$ cat config.mk
export PLATFORM = sky130hd
export DESIGN_NAME = cms_ctrl
export DESIGN_NICKNAME = d
export VERILOG_FILES = /design/src/hdl/cms_pkg.sv /design/src/hdl/cms_ctrl.sv
export SDC_FILE = /design/constraint.sdc
export NUM_CORES = 1
export LEC_CHECK = 0
export BUFFER_PORTS_ARGS = -buffer_cell sky130_fd_sc_hd__clkbuf_2
export CELL_PAD_IN_SITES_DETAIL_PLACEMENT = 1
export CELL_PAD_IN_SITES_GLOBAL_PLACEMENT = 1
export CORE_MARGIN = 10
export CORE_UTILIZATION = 33
export DETAILED_ROUTE_END_ITERATION = 10
export PLACE_DENSITY_LB_ADDON = 0.3
export SYNTH_ARGS = -nofsm -noshare
export SYNTH_HDL_FRONTEND = slang
export SYNTH_SLANG_ARGS = --single-unit
$ cat constraint.sdc
create_clock -name i_clk -period 1.67 [get_ports i_clk]
set_input_delay 0.334 -clock i_clk [delete_from_list [all_inputs] [get_ports i_clk]]
set_output_delay 0.334 -clock i_clk [all_outputs]
set_load 0.02 [all_outputs]
$ cat src/hdl/cms_pkg.sv
// Package for the count-min sketch engine: constants, payload and control types.
// Used by cms_ctrl, cms_data and the top level; depends on nothing.
package cms_pkg;
    localparam int ROWS_DEF    = 3;
    localparam int BUCKETS_DEF = 1024;
    localparam longint PRIME_DEF = 2147483647;
    localparam int HASH_REGS   = 3;
    localparam int CFG_COUNT   = 7;

    localparam logic OP_UPDATE = 1'b0;
    localparam logic OP_QUERY  = 1'b1;

    localparam logic [2:0] REG_BUCKETS = 3'd6;

    typedef struct packed {
        logic               opcode;
        logic [31:0]        item_key;
        logic signed [31:0] weight;
    } t_in;

    typedef struct packed {
        logic signed [63:0] estimate;
        logic signed [63:0] weight_total;
    } t_out;

    // controller to datapath commands
    typedef struct packed {
        logic       load;     // capture item, start hashing
        logic       hash_go;  // start hash of selected row
        logic [1:0] row;
        logic       rd;       // read counter of row
        logic       wr;       // write back updated counter
        logic       clr;      // clear pass write
        logic       fin;      // finish item: total update / result
    } t_cmd;

    typedef struct packed {
        logic hash_done;
        logic clr_last;
    } t_sts;
endpackage

$ cat src/hdl/cms_ctrl.sv
// Controller state machine of the count-min sketch engine.
// Depends on cms_pkg; drives the datapath by command structs.
module cms_ctrl #(
    parameter int ROWS = cms_pkg::ROWS_DEF
) (
    input  logic           i_clk,
    input  logic           i_rst_n,
    input  logic           i_start,
    output logic           o_busy,
    output cms_pkg::t_cmd  o_cmd,
    input  cms_pkg::t_sts  i_sts
);
    typedef enum logic [5:0] {
        S_CLR  = 6'b000001,
        S_IDLE = 6'b000010,
        S_HASH = 6'b000100,
        S_RD   = 6'b001000,
        S_WR   = 6'b010000,
        S_FIN  = 6'b100000
    } t_state;

    t_state r_state, n_state;
    logic [1:0] r_row, n_row;

    // advance state
    always_ff @(posedge i_clk) begin
        if (!i_rst_n) begin
            r_state <= S_CLR;
            r_row   <= '0;
        end else begin
            r_state <= n_state;
            r_row   <= n_row;
        end
    end

    // next state and commands
    always_comb begin
        n_state = r_state;
        n_row   = r_row;
        o_cmd   = '0;
        o_cmd.row = r_row;
        unique case (r_state)
            S_CLR: begin
                o_cmd.clr = 1'b1;
                if (i_sts.clr_last) n_state = S_IDLE;
            end
            S_IDLE: begin
                if (i_start) begin
                    o_cmd.load = 1'b1;
                    n_row   = '0;
                    n_state = S_HASH;
                end
            end
            S_HASH: begin
                if (i_sts.hash_done) n_state = S_RD;
            end
            S_RD: begin
                o_cmd.rd = 1'b1;
                n_state  = S_WR;
            end
            S_WR: begin
                o_cmd.wr = 1'b1;
                if (r_row == 2'(ROWS - 1)) begin
                    n_state = S_FIN;
                end else begin
                    n_row = r_row + 2'd1;
                    o_cmd.hash_go = 1'b1;
                    o_cmd.row = r_row + 2'd1;
                    n_state = S_HASH;
                end
            end
            S_FIN: begin
                o_cmd.fin = 1'b1;
                n_state   = S_IDLE;
            end
            default: n_state = S_IDLE;
        endcase
    end

    assign o_busy = (r_state != S_IDLE);
endmodule

### Word level (Yosys, flattened, before mapping)

Index checks and enable logic that the tools add are counted.

* add/sub/neg operators: 1
* equality and inequality tests: 12
* muxes and demuxes: 16
* reductions and logical operators: 3

Operator list (number)
* case mux 6 bit (5 select lines): 1
* 2-to-1 mux 6 bit: 4
* != test 2 bit (second input constant): 4
* equality test 6 x 1 -> 1 bit (second input constant): 1
* equality test 6 x 2 -> 1 bit (second input constant): 1
* equality test 6 x 3 -> 1 bit (second input constant): 1
* equality test 6 x 4 -> 1 bit (second input constant): 1
* equality test 6 x 5 -> 1 bit (second input constant): 1
* equality test 6 bit (second input constant): 1
* 2-to-1 mux 1 bit: 6
* 2-to-1 mux 3 bit: 2
* != test 6 x 2 -> 1 bit (second input constant): 1
* AND reduction 3 bit: 2
* 2-to-1 mux 2 bit: 2
* case mux 2 bit (2 select lines): 1
* adder 2 x 1 -> 2 bit (second input constant): 1
* equality test 2 bit (second input constant): 1
* nonzero test 2 bit: 1

* flip-flop bits (word level): 8
* output and inout port bits: 9

### Longest topological paths before layout

Gate-level depths: netlist of run 1.

* depth after elaboration: 3
* gate-level depth with buffers: 5
* depth with buffers taken out: 5

### Least setup slack after synthesis of run 1

Ideal clock, no wire load.

* kind: register to output
* from: register r_state[2]
* to: output port o_cmd[7] (netlist bit)
* arrival time: 1.755 ns
* required time: 1.336 ns
* setup slack: -0.419 ns
* cell stages (with the launch flop): 5
* path through: dfxtp_1 > buf_2 > or4_1 > or3b_1 > nor2_1

RTL lines
* start, declared: RTL line cms_ctrl.sv:22 `t_state r_state, n_state;`
* start signal, assigned: RTL line cms_ctrl.sv:31 `r_state <= n_state;`
* end, declared: RTL line cms_ctrl.sv:10 `output cms_pkg::t_cmd o_cmd,`

==> results by group, run 1 <==
Pwr
  – Max IR drop VDD: 0.4128 mV
  – Relative contribution of sequential cells to total power: 36.5%
  – Areal power density over the cells: about 560 mW/mm2
  – Clock power frac: between 20% and 30%
  – Internal Power: ~390 uW
  – Net switching power figure: 173.6 uW
  – Total power of the final layout: 562.9 uW
  – Proportion of total power due to net switching: 30.83%
  – Leak Pwr: 0.0004305 uW
  – Logic gate share of total power: 36.9%

Synthesis
  – Warnings, synthesis: 0
  – Dominant synthesized flop cell: sky130_fd_sc_hd__dfxtp_1
  – Leading cell type by number of instances after synthesis: sky130_fd_sc_hd__dfxtp_1
  – Number of instances in the synthesized netlist: 64
  – Most area-consuming cells after synthesis: sky130_fd_sc_hd__dfxtp_1 (28%), sky130_fd_sc_hd__nor3b_1 (5.3%), sky130_fd_sc_hd__nor4b_1 (4.6%), sky130_fd_sc_hd__ha_1 (4.4%), sky130_fd_sc_hd__mux2_2 (4.0%)
  – Most instantiated cells after synthesis: sky130_fd_sc_hd__dfxtp_1 (8), sky130_fd_sc_hd__inv_1 (4), sky130_fd_sc_hd__nand2_1 (4), sky130_fd_sc_hd__nor3b_1 (4)
  – Number of library cell types mapped by synthesis: 33
  – Avg Cell Area, Syn: 8.895 um2
  – Fraction of synthesized cell area taken by the top area cell type: 28.13%
  – Net count after synthesis: 71
  – Async S/R FF share, synth: 0%
  – Cell area after synthesis: approximately 570 um2
  – Post-synth EDFFs: 0
  – Register bit total from synthesis: 8
  – Post-synth top area cell: sky130_fd_sc_hd__dfxtp_1
  – Register area share after synthesis: 28.13%

Final layout
  – Count of nets after finishing: 109
  – Number of non-filler instances in the completed layout: 116
  – Post-layout utilization of the core: 64.05%
  – Total inserted antenna cells: 0
  – Reg area: 163.9 um2
  – Share of layout cells above drive strength 1: 67.00%
  – Number of fill cells in the layout: ~180
  – Synthesis-to-finish area growth: 77.36%
  – Area taken by multi-input logic gates: roughly 460 um2

Run status
  – Violated checks: negative setup slack
  – Status: complete, but fails checks

Clocking
  – TritonCTS clock tree: built
  – Number of sinks on the clock net: 8
  – CTS H-tree lvls: 1
  – Clock-pin slew on the worst setup and hold paths: 50 ps
  – Number of clock buffers inserted by TritonCTS: 3
  – Maximum clock path buffer count: 2
  – Clock latency on the worst-skew pair: 260 ps
  – CTS root buf: sky130_fd_sc_hd__clkbuf_4

Die
  – Initial core utilization: 36.11%
  – Horiz. Die Dim: 61.54 um
  – Floorplan die area: about 0.0038 mm2
  – Core footprint: between 0.0015 and 0.002 mm2
  – Vertical extent of the die: 61.54 um
  – Row count: 14
  – Ports placed on the boundary: 14

STA
  – Highest Clock Rate: between 400 and 500 MHz
  – Final slew viol count: 0
  – Slew @ Worst Pin: 288.3 ps
  – Post-Route Skew: 5.805 ps
  – Slew HR: roughly four fifths
  – Least setup slack across all paths after layout: -445.3 ps
  – Final TNS setup: -4179 ps
  – Endpoints failing setup: 16
  – Unrepaired setup endpoints after global routing: true
  – Portion of the clock cycle consumed by the worst path in the final layout: 126.7%
  – Hold Fails Final Rpt: 0
  – Period minus WS final: 2115 ps

Global route
  – Total Routing Usage GR: 11.83%
  – Overall overflow remaining after global route: 0
  – Global-route wire length before repair: 3.249 mm
  – Initial antenna violation count: 0
  – Pin count of the biggest net entering global routing: 15
  – Vias in the first global route: 671

Detailed routing
  – WL final: 2.084 mm
  – Detailed-route wire length per cell: 17.97 um
  – Total iterations of the first detailed-routing run: 4
  – Total number of vias: ~620
  – DR iter-0 viols: 6
  – Detailed-route DRC error count: 0
  – Number of routed nets with antenna violations: 0
  – Detailed-route vias per instance: 5.371

Place
  – Worst slack, placed: -185.4 ps
  – Final GP Congestion: about 0.77
  – Number of buffers added on ports: 13
  – Placed instance count: about 100

Setup path
  – Arrival time at the worst endpoint: ~1800 ps
  – Max Fanout on Critical Path: 2
  – Kind of critical path: reg -> out
  – Kind of start point of the critical path: flip-flop
  – Crit. End Element: primary output
  – CP required: 1340 ps

Min path
  – Type of the tightest min-delay check: in -> reg

Run
  – MaxCap Viol Count: 0
-- per-stage QoR --
stage / hold WS, ps / area (um2)
global route: 334.7 / 1010
finish: 325.1 / 1010
floorplan: 433.2 / 599.3
global placement: 509.4 / 748.2
detailed placement: 521.3 / 748.2
CTS: 311.3 / 944.7
-- final cells by class --
type / instances / share of cell area (%)
Timing Repair Buffer: 38 / 32.34
Sequential cell: 8 / 16.23
Inverter: 4 / 1.487
Tap cell: 16 / 1.983
Clock buffer: 3 / 2.230
Multi-Input combinational cell: 47 / 45.72
-- kinds of logic (layout without fill, tap and decap cells) --
group | after synthesis | in the layout | share of synthesized area (%)
compound gates | 10 | 10 | 14.51
xor+xnor | 1 | 1 | 1.539
fa+ha+maj | 2 | 2 | 4.395
buf+inv | 9 | 45 | 7.471
flops | 8 | 8 | 28.13
mux | 2 | 2 | 3.956
simple gates | 32 | 32 | 40.00
-- repair_timing --
| item | CTS | global route |
|---|---|---|
| pin swaps | 7 | 9 |
| setup buffers | 11 | 2 |
| endpoints found under the hold margin | 0 | 0 |
| gates resized for setup | 24 | 24 |
| setup endpoints to repair | 14 | 16 |
| hold buffers | 0 | 0 |
-- critical path, cell delays in order, from the launching register on --
cell                      delay (ps)
sky130_fd_sc_hd__dfxtp_2         320
sky130_fd_sc_hd__or4_4           530
sky130_fd_sc_hd__or3b_4          420
sky130_fd_sc_hd__nor2_4          130
sky130_fd_sc_hd__buf_8           120
-- metal layers --
| layer | track usage [%] | wire length [um] |
|---|---|---|
| met1 | 12.73 | 896 |
| met2 | 20.79 | 1039 |
| met3 | 2.675 | 108 |
| met4 | 6.688 | 39 |
| met5 | 0 | 0 |
-- cell usage in the layout, fill, tap and decap left out, types with 2 or more instances in the layout --
cell type / synthesis / routed
sky130_fd_sc_hd__buf_4: 0 / 22
sky130_fd_sc_hd__buf_6: 1 / 10
sky130_fd_sc_hd__dfxtp_1: 8 / 5
sky130_fd_sc_hd__or4_4: 1 / 4
sky130_fd_sc_hd__clkbuf_2: 0 / 4
sky130_fd_sc_hd__inv_1: 4 / 3
sky130_fd_sc_hd__nand2_1: 4 / 3
sky130_fd_sc_hd__nor4b_1: 3 / 3
sky130_fd_sc_hd__clkbuf_4: 0 / 3
sky130_fd_sc_hd__dfxtp_2: 0 / 3
sky130_fd_sc_hd__nor3b_4: 0 / 2
sky130_fd_sc_hd__mux2_2: 2 / 2
sky130_fd_sc_hd__nand3b_1: 2 / 2
sky130_fd_sc_hd__a21oi_1: 2 / 2
sky130_fd_sc_hd__ha_1: 2 / 2
-- state kept, by name, summed over array words and instances, names as in the netlist --
name	flops
r_row	2
r_state	6
-- power groups by stage --
stage                     clock network, uW  registers (uW)  logic, uW
after CTS                               155             206        187
after global placement                    0             209        142
after global routing                    160             206        223
final                                   150             205        208
after detailed placement                  0             209        146
after floorplan                           0             210       88.9
-- path summary, 6_finish.rpt --
kind	cells after the start	to	slack, ps	start
worst max-delay path	4	o_cmd[7]	-450	r_state[0]$_SDFFE_PN1P_
worst min-delay path	3	r_state[3]$_SDFFE_PN0P_	330	i_sts[1]
worst max register to register	11	r_row[0]$_SDFFE_PN0P_	-310	r_state[0]$_SDFFE_PN1P_
worst min register to register	2	r_row[1]$_SDFFE_PN0P_	550	r_row[1]$_SDFFE_PN0P_
No activity file was read; power rests on OpenSTA's default activity.
==> inputs of run 2 (changes only) <==
--- a/config.mk
+++ b/config.mk
@@ -5,13 +5,15 @@
 export SDC_FILE = /design/constraint.sdc
 export NUM_CORES = 1
 export LEC_CHECK = 0
+export ABC_AREA = 1
 export BUFFER_PORTS_ARGS = -buffer_cell sky130_fd_sc_hd__clkbuf_2
 export CELL_PAD_IN_SITES_DETAIL_PLACEMENT = 1
 export CELL_PAD_IN_SITES_GLOBAL_PLACEMENT = 1
 export CORE_MARGIN = 10
-export CORE_UTILIZATION = 33
+export CORE_UTILIZATION = 31
 export DETAILED_ROUTE_END_ITERATION = 10
 export PLACE_DENSITY_LB_ADDON = 0.3
+export SLEW_MARGIN = 20
 export SYNTH_ARGS = -nofsm -noshare
 export SYNTH_HDL_FRONTEND = slang
 export SYNTH_SLANG_ARGS = --single-unit
==> run 2 against run 1 <==
Net effect:
- the run now ends clean
- via count shrank 20%
- sequential power is essentially flat
- cell count fell by 8.6%
- synthesized cell count is 7.8% higher
- register-to-register slack better by 700 ps
- sequential cell count stayed put
- die area decreased by 2.9%
- synthesized area shrank 10%
- critical endpoint unchanged
- largest power group is now sequential cells
==> results by group, run 2 <==
Synthesis
  – Dominant synthesized flop cell: sky130_fd_sc_hd__dfxtp_1
  – Number of instances in the synthesized netlist: 69 (+7.8%)
  – Most area-consuming cells after synthesis: sky130_fd_sc_hd__dfxtp_1 (31%), sky130_fd_sc_hd__nor2_4 (11%), sky130_fd_sc_hd__inv_1 (8.1%), sky130_fd_sc_hd__nand2_1 (6.6%), sky130_fd_sc_hd__nor2_1 (6.6%)
  – Register bit total from synthesis: 8 (unchanged)
  – Avg Cell Area, Syn: 7.417 um2 (-17%)
  – Net count after synthesis: 76 (+7.0%)
  – Most instantiated cells after synthesis: sky130_fd_sc_hd__inv_1 (11), sky130_fd_sc_hd__nand2_1 (9), sky130_fd_sc_hd__nor2_1 (9), sky130_fd_sc_hd__dfxtp_1 (8), sky130_fd_sc_hd__nor2_4 (5)
  – Async S/R FF share, synth: 0% (unchanged)
  – Warnings, synthesis: 0 (unchanged)
  – Leading cell type by number of instances after synthesis: sky130_fd_sc_hd__inv_1
  – Number of library cell types mapped by synthesis: 21 (-36%)
  – Cell area after synthesis: 511.7 um2 (-10%)
  – Post-synth top area cell: sky130_fd_sc_hd__dfxtp_1
  – Fraction of synthesized cell area taken by the top area cell type: 31.30% (+3.2 points)
  – Post-synth EDFFs: 0 (unchanged)
  – Register area share after synthesis: 31.30% (+3.2 points)

STA
  – Portion of the clock cycle consumed by the worst path in the final layout: 96.27% (-30 points)
  – Hold Fails Final Rpt: 0 (unchanged)
  – Period minus WS final: 1608 ps (-507.5 ps)
  – Slew @ Worst Pin: 227.3 ps (-61.00 ps)
  – Highest Clock Rate: 622.0 MHz (+32%)
  – Endpoints failing setup: 0 (-16)
  – Final slew viol count: 0 (unchanged)
  – Post-Route Skew: 3.457 ps (-2.348 ps)
  – Slew HR: 84.83% (+4.2 points)
  – Unrepaired setup endpoints after global routing: true

Min path
  – Hold_sp: i_rst_n
  – Type of the tightest min-delay check: in -> reg

Final layout
  – Area taken by multi-input logic gates: 316.6 um2 (-31%)
  – Count of nets after finishing: 99 (-9.2%)
  – Share of layout cells above drive strength 1: 47.78% (-19 points)
  – Reg area: 166.4 um2 (+1.5%)
  – Number of fill cells in the layout: 213 (+21%)
  – Number of flip-flops under the largest register name: 6 (unchanged)
  – Registers with the highest flip-flop counts: r_state (6), r_row (2)
  – Synthesis-to-finish area growth: 35.45%
  – Most flop-heavy register: r_state
  – Leading cell types in the layout, fill and taps excluded: sky130_fd_sc_hd__inv_1 (9), sky130_fd_sc_hd__nand2_1 (9), sky130_fd_sc_hd__nor2_1 (9), sky130_fd_sc_hd__clkbuf_2 (9), sky130_fd_sc_hd__buf_4 (9)
  – Total inserted antenna cells: 0 (unchanged)
  – Post-layout utilization of the core: 44.97% (-19 points)

Clocking
  – Clock-pin slew on the worst setup and hold paths: 50 ps (about the same)
  – Clock latency on the worst-skew pair: 250 ps (about the same)
  – CTS root buf: sky130_fd_sc_hd__clkbuf_4
  – Number of clock buffers inserted by TritonCTS: 3 (unchanged)
  – Number of sinks on the clock net: 8 (unchanged)
  – Post-CTS Hold Fix Bufs: 0 (unchanged)
  – CTS H-tree lvls: 1 (unchanged)
  – TritonCTS clock tree: built
  – Maximum clock path buffer count: 2 (unchanged)

Setup path
  – Crit-path cells: nor2_4 -> buf_4 -> nand3_2 -> nor2_1 -> buf_4
  – Max Fanout on Critical Path: 5 (+3)
  – Arrival time at the worst endpoint: 1270 ps (-510 ps)
  – Top cell by count, worst path: sky130_fd_sc_hd__buf_4
  – Kind of start point of the critical path: flip-flop
  – Largest stage delay, worst path: 330 ps (-200 ps)
  – Kind of critical path: reg -> out
  – Crit. End Element: primary output
  – Slowest library cell on the worst path: sky130_fd_sc_hd__dfxtp_1
  – Launch point of the worst path: r_state[2]$_SDFFE_PN0P_
  – CP required: 1340 ps (about the same)
  – Crit Reg-Reg Startpoint: r_state[0]$_SDFFE_PN1P_

Die
  – Vertical extent of the die: 60.63 um (-1.5%)
  – Ports placed on the boundary: 14 (unchanged)
  – Horiz. Die Dim: 60.63 um (-1.5%)
  – Core footprint: 0.001541 mm2 (-2.2%)
  – Row count: 14 (unchanged)
  – Floorplan die area: 0.003676 mm2 (-2.9%)
  – Initial core utilization: 33.20% (-2.9 points)

Global route
  – Initial antenna violation count: 0 (unchanged)
  – Vias in the first global route: 520 (-23%)
  – Overall overflow remaining after global route: 0 (unchanged)
  – Pin count of the biggest net entering global routing: 7 (-8)
  – Total Routing Usage GR: 7.612% (-4.2 points)
  – Global-route wire length before repair: 2.152 mm (-34%)

Pwr
  – Areal power density over the cells: 630.4 mW/mm2 (+13%)
  – Leak Pwr: 0.0003313 uW (-23%)
  – Max IR drop VDD: 0.4287 mV (+3.9%)
  – Total power of the final layout: 437.0 uW (-22%)

Run status
  – Status: complete, no violations

Detailed routing
  – Detailed-route vias per instance: 4.717 (-12%)
  – Total iterations of the first detailed-routing run: 4 (unchanged)
  – DR iter-0 viols: 8 (+2)
  – Detailed-route wire length per cell: 12.92 um (-28%)
  – Number of routed nets with antenna violations: 0 (unchanged)
  – Total number of vias: 500 (-20%)
  – Detailed-route DRC error count: 0 (unchanged)
  – WL final: 1.370 mm (-34%)

Place
  – HPWL Detailed: 1.010 mm
  – Final GP Congestion: 0.7205 (-6.9%)
  – Number of buffers added on ports: 13 (unchanged)

Run
  – MaxCap Viol Count: 0 (unchanged)
==> run 2: cell types whose count changed in the layout (fill, tap and decap cells not counted), sizes merged, moves of 7 or more <==
cell / delta
buf: -24
nor2: +15
inv: +9
nand2: +7
==> run 2: what timing repair did <==
action                                  CTS  global route
resized for setup                         3            15
setup buffers                             4             1
pin swaps                                 2             1
endpoints found under the setup margin    2             4
gates cloned                              0             0
endpoints found under the hold margin     0             0
==> run 2: worst paths after layout <==
kind | to | slack, ps | cells past startpoint
min reg2reg | r_row[1]$_SDFFE_PN0P_ | 490 | 2
max reg2reg | r_row[0]$_SDFFE_PN0P_ | 390 | 7
min | r_state[0]$_SDFFE_PN1P_ | 260 | 2
max | o_cmd[7] | 60 | 5
==> run 2: report_power, final <==
part           switching (uW)  internal, uW
sequential               8.10           196
clock                    66.0          82.3
combinational            51.2          33.6
total                     125           312
==> run 2: layout make-up <==
type	count	area share, %
inverters	14	7.942
flip-flops and latches	8	24.01
well taps	16	2.888
clock buffers	3	3.249
repair buffers	18	16.25
multi-input cells	47	45.67
==> run 2: cell families after synthesis <==
| group | share of synthesized area [%] |
|---|---|
| AOI/OAI and AO/OA | 6.601 |
| adders and majority gates | 4.889 |
| buffers and inverters | 10.27 |
| DFF | 31.30 |
| and+or+nand+nor | 46.94 |
==> run 2: per-stage QoR <==
step	TNS [ps]	cells	hold slack (ps)	cell area [um2]	worst slack [ps]
5_1_grt	-29.23	106	264.4	693.2	-16.18
4_1_cts	0	105	253.6	653.1	13.85
3_5_place_dp	0	98	493.3	596.8	195.9
3_3_place_gp	0	98	479.4	596.8	252.5
2_1_floorplan	0	69	404.0	511.7	124.6
6_report	0	106	258.9	693.2	62.26
==> run 2: metal layers <==
layer | track usage (%) | wire (um)
met5 | 0 | 0
met4 | 2.821 | 0
met3 | 3.549 | 67
met2 | 12.95 | 698
met1 | 8.009 | 605
==> run 2: critical path, delay by kind of cell (launching register included) <==
family	cells	cell delay, ps
flip-flops	1	330
buffers and inverters	2	310
AND/OR/NAND/NOR	3	380
